$ cat config.mk
export PLATFORM = sky130hd
export DESIGN_NAME = boiler_heat_pi_feedforward_core_flat
export DESIGN_NICKNAME = d
export VERILOG_FILES = /design/src/rtl/bhpf_pkg.sv /design/src/rtl/bhpf_sample_if.sv /design/src/rtl/bhpf_result_if.sv /design/src/rtl/bhpf_cfg_if.sv /design/src/rtl/boiler_heat_pi_feedforward_core.sv /design/src/rtl/bhpf_cfg.sv /design/src/rtl/bhpf_ctrl.sv /design/src/rtl/bhpf_dp.sv /design/src/flat_wrapper.sv
export SDC_FILE = /design/constraint.sdc
export NUM_CORES = 2
export LEC_CHECK = 0
export BUFFER_PORTS_ARGS = -buffer_cell sky130_fd_sc_hd__clkbuf_2
export CORE_UTILIZATION = 40
export CTS_CLUSTER_DIAMETER = 30
export DETAILED_ROUTE_END_ITERATION = 16
export PLACE_DENSITY = 0.67
export SETUP_SLACK_MARGIN = 0.3
export SLEW_MARGIN = 40
export SYNTH_ARGS = -nofsm -noshare
export SYNTH_HDL_FRONTEND = slang
export SYNTH_SLANG_ARGS = --single-unit
$ cat constraint.sdc
create_clock -name clk -period 17.1 [get_ports clk]
set_input_delay 0 -clock clk [delete_from_list [all_inputs] [get_ports clk]]
set_output_delay 0 -clock clk [all_outputs]
set_load 0.01 [all_outputs]
$ cat src/rtl/bhpf_pkg.sv
// ---------------------------------------------------------------------------
// bhpf_pkg: shared types and constants for the boiler heat PI core
// Field widths, register codes, reset values and the command word that the
// controller hands to the datapath.
// ---------------------------------------------------------------------------
package bhpf_pkg;

	// field widths
	localparam int DATA_W    = 16;	// Q8.8 temperatures and 16-bit registers
	localparam int DIFF_W    = 17;	// temperature differences, exact
	localparam int CFG_IDX_W = 3;
	localparam int OUT_W     = 40;	// heater power in whole watts
	localparam int FRAC_BITS = 8;

	// shared multiplier: signed 33 x signed 18
	localparam int MA_W   = 33;
	localparam int MB_W   = 18;
	localparam int PROD_W = MA_W + MB_W;
	localparam int MASS_W = 32;	// inflow_rate * specific_heat

	localparam int INTEGRAL_WIDTH_DEF = 48;

	// register reset values
	localparam logic [DATA_W-1:0] SETPOINT_RST  = 16'd7680;
	localparam logic [DATA_W-1:0] PROP_GAIN_RST = 16'd10000;
	localparam logic [DATA_W-1:0] INTEG_GAIN_RST = 16'd30000;
	localparam logic [DATA_W-1:0] INFLOW_RST    = 16'd256;
	localparam logic [DATA_W-1:0] SPEC_HEAT_RST = 16'd4184;
	localparam logic [DATA_W-1:0] LOSS_COND_RST = 16'd1000;

	// register indexes
	typedef enum logic [CFG_IDX_W-1:0] {
		REG_SETPOINT   = 3'd0,
		REG_PROP_GAIN  = 3'd1,
		REG_INTEG_GAIN = 3'd2,
		REG_INFLOW     = 3'd3,
		REG_SPEC_HEAT  = 3'd4,
		REG_LOSS_COND  = 3'd5
	} cfg_reg_t;

	typedef struct packed {
		logic [DATA_W-1:0] setpoint;	// signed Q8.8
		logic [DATA_W-1:0] prop_gain;
		logic [DATA_W-1:0] integ_gain;
		logic [DATA_W-1:0] inflow_rate;
		logic [DATA_W-1:0] specific_heat;
		logic [DATA_W-1:0] loss_cond;
	} cfg_regs_t;

	// multiplier operand pairs
	typedef enum logic [2:0] {
		MUL_MASS   = 3'd0,	// inflow_rate * specific_heat
		MUL_PROP   = 3'd1,	// prop_gain * error
		MUL_INTEG  = 3'd2,	// integ_gain * error
		MUL_LOSS   = 3'd3,	// loss_cond * (water - air)
		MUL_INFLOW = 3'd4	// mass_heat * (inlet - water)
	} mul_sel_t;

	// accumulator addends
	typedef enum logic [1:0] {
		ADD_LOSS   = 2'd0,
		ADD_INTEG  = 2'd1,
		ADD_INFLOW = 2'd2
	} add_sel_t;

	typedef struct packed {
		logic     load_in;
		logic     mul_en;
		mul_sel_t mul_sel;
		logic     mass_load;
		logic     acc_load;
		logic     integ_upd;
		logic     acc_add;
		add_sel_t add_sel;
		logic     out_load;
	} dp_cmd_t;

endpackage

$ cat src/rtl/bhpf_sample_if.sv
// ---------------------------------------------------------------------------
// bhpf_sample_if: temperature sample channel
// One transfer carries air, water and inlet temperature in signed Q8.8.
// ---------------------------------------------------------------------------
interface bhpf_sample_if import bhpf_pkg::*; ();
	logic                     valid;
	logic                     ready;
	logic signed [DATA_W-1:0] air_temp;
	logic signed [DATA_W-1:0] water_temp;
	logic signed [DATA_W-1:0] inlet_temp;

	modport source (output valid, air_temp, water_temp, inlet_temp, input ready);
	modport sink (input valid, air_temp, water_temp, inlet_temp, output ready);
endinterface

$ cat src/rtl/bhpf_result_if.sv
// ---------------------------------------------------------------------------
// bhpf_result_if: heater power channel
// One transfer carries the commanded power and the clip flag.
// ---------------------------------------------------------------------------
interface bhpf_result_if import bhpf_pkg::*; ();
	logic                    valid;
	logic                    ready;
	logic signed [OUT_W-1:0] heat_power;
	logic                    saturated;

	modport source (output valid, heat_power, saturated, input ready);
	modport sink (input valid, heat_power, saturated, output ready);
endinterface

$ cat src/rtl/bhpf_cfg_if.sv
// ---------------------------------------------------------------------------
// bhpf_cfg_if: register write channel
// One transfer writes data into the register selected by index.
// ---------------------------------------------------------------------------
interface bhpf_cfg_if import bhpf_pkg::*; ();
	logic                 valid;
	logic                 ready;
	logic [CFG_IDX_W-1:0] index;
	logic [DATA_W-1:0]    data;

	modport source (output valid, index, data, input ready);
	modport sink (input valid, index, data, output ready);
endinterface

$ cat src/rtl/boiler_heat_pi_feedforward_core.sv
// ---------------------------------------------------------------------------
// boiler_heat_pi_feedforward_core: heater power PI controller with feedforward
// Usage:
//   sample: one transfer per measurement (air, water, inlet in signed Q8.8).
//   result: one transfer per sample, heater power in whole watts (40 bit
//           signed) and a flag set when the integral or the output clipped.
//   cfg:    register writes, index 0..5 (setpoint, prop gain, integ gain,
//           inflow rate, specific heat, loss conductance); others ignored.
//           Write only while no sample is in flight; always ready.
// Sequence: the single 33x18 multiplier forms five products in turn, then
//   three accumulator additions follow and the result register loads; a new
//   sample is taken only after the result register has loaded.
// Reset: configuration registers return to their defaults, the integral
//   clears to zero, the result channel goes empty.
// Stall: a waiting result holds while the next sample is taken and worked
//   on; the sequencer then waits until the result register is free.
// ---------------------------------------------------------------------------
module boiler_heat_pi_feedforward_core import bhpf_pkg::*; #(
	parameter int INTEGRAL_WIDTH = INTEGRAL_WIDTH_DEF
) (
	input  logic             clk,
	input  logic             arst_n,
	bhpf_sample_if.sink      sample,
	bhpf_result_if.source    result,
	bhpf_cfg_if.sink         cfg
);

	cfg_regs_t regs;
	dp_cmd_t   cmd;

	// configuration registers
	bhpf_cfg u_cfg (
		.clk    (clk),
		.arst_n (arst_n),
		.cfg    (cfg),
		.regs   (regs)
	);

	// sequencer
	bhpf_ctrl u_ctrl (
		.clk       (clk),
		.arst_n    (arst_n),
		.in_valid  (sample.valid),
		.in_ready  (sample.ready),
		.out_valid (result.valid),
		.out_ready (result.ready),
		.cmd       (cmd)
	);

	// arithmetic
	bhpf_dp #(
		.INTEGRAL_WIDTH (INTEGRAL_WIDTH)
	) u_dp (
		.clk        (clk),
		.arst_n     (arst_n),
		.cmd        (cmd),
		.regs       (regs),
		.air_temp   (sample.air_temp),
		.water_temp (sample.water_temp),
		.inlet_temp (sample.inlet_temp),
		.heat_power (result.heat_power),
		.saturated  (result.saturated)
	);

endmodule

$ cat src/rtl/bhpf_cfg.sv
// ---------------------------------------------------------------------------
// bhpf_cfg: configuration register file
// Six 16-bit registers, written one per transfer; unknown indexes are dropped.
// ---------------------------------------------------------------------------
module bhpf_cfg import bhpf_pkg::*; (
	input  logic       clk,
	input  logic       arst_n,
	bhpf_cfg_if.sink   cfg,
	output cfg_regs_t  regs
);

	cfg_regs_t regs_q;

	// always able to take a write
	assign cfg.ready = 1'b1;
	assign regs      = regs_q;

	// register write decode
	always_ff @(posedge clk or negedge arst_n) begin
		if (!arst_n) begin
			regs_q.setpoint      <= SETPOINT_RST;
			regs_q.prop_gain     <= PROP_GAIN_RST;
			regs_q.integ_gain    <= INTEG_GAIN_RST;
			regs_q.inflow_rate   <= INFLOW_RST;
			regs_q.specific_heat <= SPEC_HEAT_RST;
			regs_q.loss_cond     <= LOSS_COND_RST;
		end else if (cfg.valid) begin
			unique case (cfg.index)
				REG_SETPOINT:   regs_q.setpoint      <= cfg.data;
				REG_PROP_GAIN:  regs_q.prop_gain     <= cfg.data;
				REG_INTEG_GAIN: regs_q.integ_gain    <= cfg.data;
				REG_INFLOW:     regs_q.inflow_rate   <= cfg.data;
				REG_SPEC_HEAT:  regs_q.specific_heat <= cfg.data;
				REG_LOSS_COND:  regs_q.loss_cond     <= cfg.data;
				default: ;
			endcase
		end
	end

endmodule

$ cat src/rtl/bhpf_ctrl.sv
// ---------------------------------------------------------------------------
// bhpf_ctrl: sequencer for the shared multiplier and accumulator
// Walks one sample through five products and three accumulations, then
// loads the output register once the previous result has been taken.
// ---------------------------------------------------------------------------
module bhpf_ctrl import bhpf_pkg::*; (
	input  logic    clk,
	input  logic    arst_n,
	input  logic    in_valid,
	output logic    in_ready,
	output logic    out_valid,
	input  logic    out_ready,
	output dp_cmd_t cmd
);

	typedef enum logic [8:0] {
		ST_IDLE       = 9'b000000001,
		ST_MASS       = 9'b000000010,
		ST_PROP       = 9'b000000100,
		ST_INTEG      = 9'b000001000,
		ST_LOSS       = 9'b000010000,
		ST_SUM_LOSS   = 9'b000100000,
		ST_SUM_INTEG  = 9'b001000000,
		ST_SUM_INFLOW = 9'b010000000,
		ST_FINISH     = 9'b100000000
	} state_t;

	state_t state_q, state_d;
	logic   out_valid_q;
	logic   out_free;

	assign in_ready  = (state_q == ST_IDLE);
	assign out_valid = out_valid_q;
	// output register can take a new result this cycle
	assign out_free  = !out_valid_q || out_ready;

	// next state and datapath commands
	always_comb begin
		state_d       = state_q;
		cmd           = '0;
		cmd.mul_sel   = MUL_MASS;
		cmd.add_sel   = ADD_LOSS;
		unique case (state_q)
			ST_IDLE: begin
				if (in_valid) begin
					cmd.load_in = 1'b1;
					state_d     = ST_MASS;
				end
			end
			ST_MASS: begin
				cmd.mul_en  = 1'b1;
				cmd.mul_sel = MUL_MASS;
				state_d     = ST_PROP;
			end
			ST_PROP: begin
				cmd.mul_en    = 1'b1;
				cmd.mul_sel   = MUL_PROP;
				cmd.mass_load = 1'b1;
				state_d       = ST_INTEG;
			end
			ST_INTEG: begin
				cmd.mul_en   = 1'b1;
				cmd.mul_sel  = MUL_INTEG;
				cmd.acc_load = 1'b1;
				state_d      = ST_LOSS;
			end
			ST_LOSS: begin
				cmd.mul_en    = 1'b1;
				cmd.mul_sel   = MUL_LOSS;
				cmd.integ_upd = 1'b1;
				state_d       = ST_SUM_LOSS;
			end
			ST_SUM_LOSS: begin
				cmd.mul_en  = 1'b1;
				cmd.mul_sel = MUL_INFLOW;
				cmd.acc_add = 1'b1;
				cmd.add_sel = ADD_LOSS;
				state_d     = ST_SUM_INTEG;
			end
			ST_SUM_INTEG: begin
				cmd.acc_add = 1'b1;
				cmd.add_sel = ADD_INTEG;
				state_d     = ST_SUM_INFLOW;
			end
			ST_SUM_INFLOW: begin
				cmd.acc_add = 1'b1;
				cmd.add_sel = ADD_INFLOW;
				state_d     = ST_FINISH;
			end
			ST_FINISH: begin
				if (out_free) begin
					cmd.out_load = 1'b1;
					state_d      = ST_IDLE;
				end
			end
			default: state_d = ST_IDLE;
		endcase
	end

	// state register and output valid
	always_ff @(posedge clk or negedge arst_n) begin
		if (!arst_n) begin
			state_q     <= ST_IDLE;
			out_valid_q <= 1'b0;
		end else begin
			state_q <= state_d;
			if (cmd.out_load) begin
				out_valid_q <= 1'b1;
			end else if (out_ready) begin
				out_valid_q <= 1'b0;
			end
		end
	end

endmodule

$ cat src/rtl/bhpf_dp.sv
// ---------------------------------------------------------------------------
// bhpf_dp: datapath with one shared multiplier
// Holds the sample differences, product and accumulator registers, the
// saturating integral and the clamped output register.
// ---------------------------------------------------------------------------
module bhpf_dp import bhpf_pkg::*; #(
	parameter int INTEGRAL_WIDTH = INTEGRAL_WIDTH_DEF
) (
	input  logic                     clk,
	input  logic                     arst_n,
	input  dp_cmd_t                  cmd,
	input  cfg_regs_t                regs,
	input  logic signed [DATA_W-1:0] air_temp,
	input  logic signed [DATA_W-1:0] water_temp,
	input  logic signed [DATA_W-1:0] inlet_temp,
	output logic signed [OUT_W-1:0]  heat_power,
	output logic                     saturated
);

	// integral update width: holds integral plus one product without overflow
	localparam int IS_W  = ((INTEGRAL_WIDTH > PROD_W) ? INTEGRAL_WIDTH : PROD_W) + 1;
	// accumulator width: integral plus three product-sized terms
	localparam int SUM_W = IS_W + 2;
	localparam int WAT_W = SUM_W - FRAC_BITS;

	localparam logic signed [IS_W-1:0] I_MAX =
		{{(IS_W - INTEGRAL_WIDTH + 1){1'b0}}, {(INTEGRAL_WIDTH - 1){1'b1}}};
	localparam logic signed [IS_W-1:0] I_MIN = ~I_MAX;
	localparam logic signed [WAT_W-1:0] O_MAX =
		{{(WAT_W - OUT_W + 1){1'b0}}, {(OUT_W - 1){1'b1}}};
	localparam logic signed [WAT_W-1:0] O_MIN = ~O_MAX;

	logic signed [DIFF_W-1:0]         err_q, dwa_q, dinw_q;
	logic signed [MA_W-1:0]           op_a;
	logic signed [MB_W-1:0]           op_b;
	logic signed [PROD_W-1:0]         prod_q;
	logic        [MASS_W-1:0]         mass_q;
	logic signed [INTEGRAL_WIDTH-1:0] integ_q;
	logic                             iclip_q;
	logic signed [SUM_W-1:0]          acc_q;
	logic signed [SUM_W-1:0]          addend;
	logic signed [IS_W-1:0]           i_sum;
	logic signed [WAT_W-1:0]          watts;
	logic signed [PROD_W-FRAC_BITS-1:0] inflow_fl;
	logic signed [OUT_W-1:0]          heat_q;
	logic                             sat_q;
	logic                             oclip;

	assign heat_power = heat_q;
	assign saturated  = sat_q;

	// sample differences, exact in 17 bits
	always_ff @(posedge clk) begin
		if (cmd.load_in) begin
			err_q  <= DIFF_W'($signed(regs.setpoint)) - DIFF_W'(water_temp);
			dwa_q  <= DIFF_W'(water_temp) - DIFF_W'(air_temp);
			dinw_q <= DIFF_W'(inlet_temp) - DIFF_W'(water_temp);
		end
	end

	// multiplier operand select
	always_comb begin
		op_a = '0;
		op_b = '0;
		case (cmd.mul_sel)
			MUL_MASS: begin
				op_a = {{(MA_W - DATA_W){1'b0}}, regs.inflow_rate};
				op_b = {{(MB_W - DATA_W){1'b0}}, regs.specific_heat};
			end
			MUL_PROP: begin
				op_a = {{(MA_W - DATA_W){1'b0}}, regs.prop_gain};
				op_b = MB_W'(err_q);
			end
			MUL_INTEG: begin
				op_a = {{(MA_W - DATA_W){1'b0}}, regs.integ_gain};
				op_b = MB_W'(err_q);
			end
			MUL_LOSS: begin
				op_a = {{(MA_W - DATA_W){1'b0}}, regs.loss_cond};
				op_b = MB_W'(dwa_q);
			end
			MUL_INFLOW: begin
				op_a = {{(MA_W - MASS_W){1'b0}}, mass_q};
				op_b = MB_W'(dinw_q);
			end
			default: ;
		endcase
	end

	// product register and mass-heat hold
	always_ff @(posedge clk) begin
		if (cmd.mul_en) begin
			prod_q <= op_a * op_b;
		end
		if (cmd.mass_load) begin
			mass_q <= prod_q[MASS_W-1:0];
		end
	end

	// saturating integral
	assign i_sum = IS_W'(integ_q) + IS_W'(prod_q);

	always_ff @(posedge clk or negedge arst_n) begin
		if (!arst_n) begin
			integ_q <= '0;
			iclip_q <= 1'b0;
		end else if (cmd.integ_upd) begin
			if (i_sum > I_MAX) begin
				integ_q <= INTEGRAL_WIDTH'(I_MAX);
				iclip_q <= 1'b1;
			end else if (i_sum < I_MIN) begin
				integ_q <= INTEGRAL_WIDTH'(I_MIN);
				iclip_q <= 1'b1;
			end else begin
				integ_q <= INTEGRAL_WIDTH'(i_sum);
				iclip_q <= 1'b0;
			end
		end
	end

	// inflow term reduced to Q.8 by floor: drop the low fraction bits
	assign inflow_fl = prod_q[PROD_W-1:FRAC_BITS];

	// accumulator addend
	always_comb begin
		addend = '0;
		case (cmd.add_sel)
			ADD_LOSS:   addend = SUM_W'(prod_q);
			ADD_INTEG:  addend = SUM_W'(integ_q);
			ADD_INFLOW: addend = -SUM_W'(inflow_fl);
			default: ;
		endcase
	end

	always_ff @(posedge clk) begin
		if (cmd.acc_load) begin
			acc_q <= SUM_W'(prod_q);
		end else if (cmd.acc_add) begin
			acc_q <= acc_q + addend;
		end
	end

	// whole watts, clamped to the output width
	assign watts = WAT_W'(acc_q >>> FRAC_BITS);
	assign oclip = (watts > O_MAX) || (watts < O_MIN);

	always_ff @(posedge clk) begin
		if (cmd.out_load) begin
			if (watts > O_MAX) begin
				heat_q <= OUT_W'(O_MAX);
			end else if (watts < O_MIN) begin
				heat_q <= OUT_W'(O_MIN);
			end else begin
				heat_q <= OUT_W'(watts);
			end
			sat_q <= iclip_q || oclip;
		end
	end

endmodule
$ cat src/flat_wrapper.sv
// flat-port wrapper written by rule: the top's interface ports become plain ports
module boiler_heat_pi_feedforward_core_flat import bhpf_pkg::*;
#(
	parameter int INTEGRAL_WIDTH = INTEGRAL_WIDTH_DEF
)
  (clk, arst_n, sample_valid, sample_air_temp, sample_water_temp, sample_inlet_temp, sample_ready, result_valid, result_heat_power, result_saturated, result_ready, cfg_valid, cfg_index, cfg_data, cfg_ready);
  bhpf_sample_if sample_i ();
  bhpf_result_if result_i ();
  bhpf_cfg_if cfg_i ();
  input  logic clk;
  input  logic arst_n;
  input wire logic [$bits(sample_i.valid)-1:0] sample_valid;
  input wire logic [$bits(sample_i.air_temp)-1:0] sample_air_temp;
  input wire logic [$bits(sample_i.water_temp)-1:0] sample_water_temp;
  input wire logic [$bits(sample_i.inlet_temp)-1:0] sample_inlet_temp;
  output wire logic [$bits(sample_i.ready)-1:0] sample_ready;
  output wire logic [$bits(result_i.valid)-1:0] result_valid;
  output wire logic [$bits(result_i.heat_power)-1:0] result_heat_power;
  output wire logic [$bits(result_i.saturated)-1:0] result_saturated;
  input wire logic [$bits(result_i.ready)-1:0] result_ready;
  input wire logic [$bits(cfg_i.valid)-1:0] cfg_valid;
  input wire logic [$bits(cfg_i.index)-1:0] cfg_index;
  input wire logic [$bits(cfg_i.data)-1:0] cfg_data;
  output wire logic [$bits(cfg_i.ready)-1:0] cfg_ready;
  assign sample_i.valid = sample_valid;
  assign sample_i.air_temp = sample_air_temp;
  assign sample_i.water_temp = sample_water_temp;
  assign sample_i.inlet_temp = sample_inlet_temp;
  assign sample_ready = sample_i.ready;
  assign result_valid = result_i.valid;
  assign result_heat_power = result_i.heat_power;
  assign result_saturated = result_i.saturated;
  assign result_i.ready = result_ready;
  assign cfg_i.valid = cfg_valid;
  assign cfg_i.index = cfg_index;
  assign cfg_i.data = cfg_data;
  assign cfg_ready = cfg_i.ready;
  boiler_heat_pi_feedforward_core #(.INTEGRAL_WIDTH(INTEGRAL_WIDTH)) u_core (.clk(clk), .arst_n(arst_n), .sample(sample_i), .result(result_i), .cfg(cfg_i));
endmodule
==> flow_summary.json <==
{
  "status": "complete, no violations",
  "num_vias": 33500,
  "via_per_inst": 5.48,
  "cts_inserted_buffers": 88,
  "synth_top_area_frac": 0.232,
  "hold_class": "primary input to flop",
  "cp-end-kind": "flop",
  "rsz0062_at_grt": "no",
  "grt_pass1_wl_mm": 190,
  "syn_area_um2": 41900,
  "final_cell_mix": "inv_1, nand2_1, fa_1",
  "grt_usage": 0.228,
  "max_freq_mhz": 98.7,
  "arrival_ns": 10.49,
  "tns_ns": 0,
  "ff2ff_path_depth": 31,
  "die_area_um2": 106000,
  "ys_types": 88,
  "dr.pass1.iters": 7,
  "ant_nets": 0,
  "grt_max_degree": 65,
  "clockBufferDepth": 3,
  "tightest_slew_ns": 0.964,
  "slew_headroom": 0.357,
  "dieWidth_um": 326,
  "finalMaxSlewViolations": 0,
  "antenna_found_initial": 2,
  "synth_area_per_cell_um2": 9.33,
  "num-nets-final": 5535,
  "die_h_um": 326,
  "synth.area.top_cells": "fa_1, edfxtp_1, ha_1",
  "slowest_stage": "a21oi_1",
  "area_growth_pct": 15.1,
  "port_buffers": 114,
  "skew_ns": 0.0333,
  "post_drt_wl_per_cell_um": 19.6,
  "cts_root_buf": "clkbuf_16",
  "worstSetupStartpointType": "flop",
  "rows": 118,
  "multi_input_area_um2": 28000,
  "fp.coreArea_um2": 104000,
  "synth-main-ff-cell": "edfxtp_1",
  "insertion_delay_ns": 0.65,
  "seq_area_um2": 10800,
  "synth-seq-area-share": 0.258,
  "routed_wl_mm": 120,
  "pin_count": 116,
  "drive_gt1_frac": 0.106,
  "start_util": 0.404,
  "hold_viol": 0,
  "ys_ff_latch": 384,
  "nFillCells": 9664,
  "drc": 0,
  "htreeDepth": 3,
  "gp_congestion": 0.945,
  "diodes": 0,
  "endpoint": "u_core.u_dp.prod_q[45]",
  "yosysWarnings": 0,
  "setup_viol": 0,
  "synth_cells": 4490,
  "clkTransAtPathRegs_ns": 0.05,
  "numClockSinks": 384,
  "cp.required_ns": 17.46,
  "cp_slowest_stage_delay_ns": 0.70,
  "drv_cap": 0,
  "path_max_fanout": 57,
  "period_share": 0.592,
  "r2r_end": "u_core.u_dp.prod_q[45]",
  "critical_path.startpoint": "u_core.u_ctrl.state_q[0]",
  "yosysTopAreaCell": "fa_1",
  "final_common_cell": "inv_1",
  "cts_resized": 0,
  "fin_crit_ns": 10.13,
  "grt-ovfl-total": 0,
  "cp_common_cell": "fa_1",
  "grt_pass1_vias": 34700,
  "syn-num-nets": 5361,
  "async_reset_ff_frac": 0.404,
  "r2r_slack_ns": 6.97,
  "dp_hpwl_mm": 90.1,
  "r2r_start": "u_core.u_ctrl.state_q[0]",
  "cts_tree": "built",
  "path_class": "flop to flop",
  "synth_edf_count": 229,
  "drt_iter0_markers": 2685
}
[worst max-delay path, delay by kind of cell, from the launching register on]
family,cells,cell delay [ns]
AO/OA/AOI/OAI,10,3.30
XOR/XNOR,1,0.10
adder cells (fa/ha/maj),7,3.48
buffers and inverters,7,1.58
flip-flops,1,0.55
AND/OR/NAND/NOR,6,0.77
[cell type report]
cell class                 count  area share
clock inverter                57      0.0127
inverter                     676      0.0526
timing repair buffer         273      0.0430
multi-input combinational   3241       0.581
sequential                   384       0.224
clock buffer                 107      0.0513
tap                         1380      0.0358
[worst min-delay path by stage]
stage	startpoint	endpoint	slack (ns)	cells after the start
2_1_floorplan	arst_n	u_core.u_cfg.regs[0]	-0.30	0
3_3_place_gp	arst_n	u_core.u_cfg.regs[85]	0.15	1
3_5_place_dp	arst_n	u_core.u_cfg.regs[85]	0.08	1
4_1_cts	sample_air_temp[7]	u_core.u_dp.dwa_q[8]	0.009	7
5_1_grt	cfg_index[1]	u_core.u_cfg.regs[17]	0.08	4
6_report	sample_air_temp[3]	u_core.u_dp.dwa_q[3]	0.06	5
[repair_timing]
item                                    CTS  global route
hold endpoints to repair                232             0
endpoints found under the setup margin    0             0
setup buffers                             0             0
hold buffers                            103             0
[Yosys cell counts (28+ instances only)]
cell      count
fa_1        485
xor2_1       85
nand2_1     607
nor2_1      407
and2_1       33
edfxtp_1    229
ha_1        314
o21ai_0     150
nor3_1       40
nor2b_1      33
dfrtp_1     127
clkbuf_1    163
mux2_2       95
o211ai_1     55
xnor2_1     107
a221o_1      32
a22oi_1      38
a21o_1      156
a21oi_1     199
nand3_1      35
inv_1       674
dfstp_2      28
[per-layer routing]
layer,up-vias,global-route usage,routed length (µm)
li1,15300,-,-
met1,16500,0.306,51200
met2,1440,0.363,54100
met3,250,0.0467,10600
met4,0,0.0806,3960
met5,-,0,0
[kinds of logic (layout without fill, tap and decap cells)]
group / after synthesis / after routing / synth area share
other: 1 / 1 / 0.0000895
AND/OR/NAND/NOR: 1288 / 1288 / 0.132
AO/OA/AOI/OAI: 864 / 864 / 0.140
flip-flops: 384 / 384 / 0.258
XOR/XNOR: 193 / 193 / 0.0405
adder cells (fa/ha/maj): 799 / 799 / 0.326
multiplexers: 96 / 96 / 0.0258
buffers and inverters: 865 / 1113 / 0.0781
[state kept, by name, indices dropped and copies added (netlist names), 32 cells and up]
signal / flops
u_core.u_dp.heat_power: 40
u_core.u_cfg.regs: 96
u_core.u_dp.integ_q: 48
u_core.u_dp.prod_q: 51
u_core.u_dp.acc_q: 54
u_core.u_dp.mass_q: 32
[metrics by stage]
step                cells  setup slack, ns  hold slack (ns)  cell area, µm²   util
finish               6118             6.97           0.0608           48200  0.465
global route         6118             6.30           0.0843           48200  0.465
CTS                  6117             7.04          0.00854           48200  0.465
detailed placement   5850             7.10           0.0785           44100  0.425
global placement     5845             7.30            0.149           44000  0.424
floorplan            4490             8.23           -0.296           41900      -
Power is not shown: default switching activity piles up to over one toggle a cycle in this logic, so the estimate is an artifact.
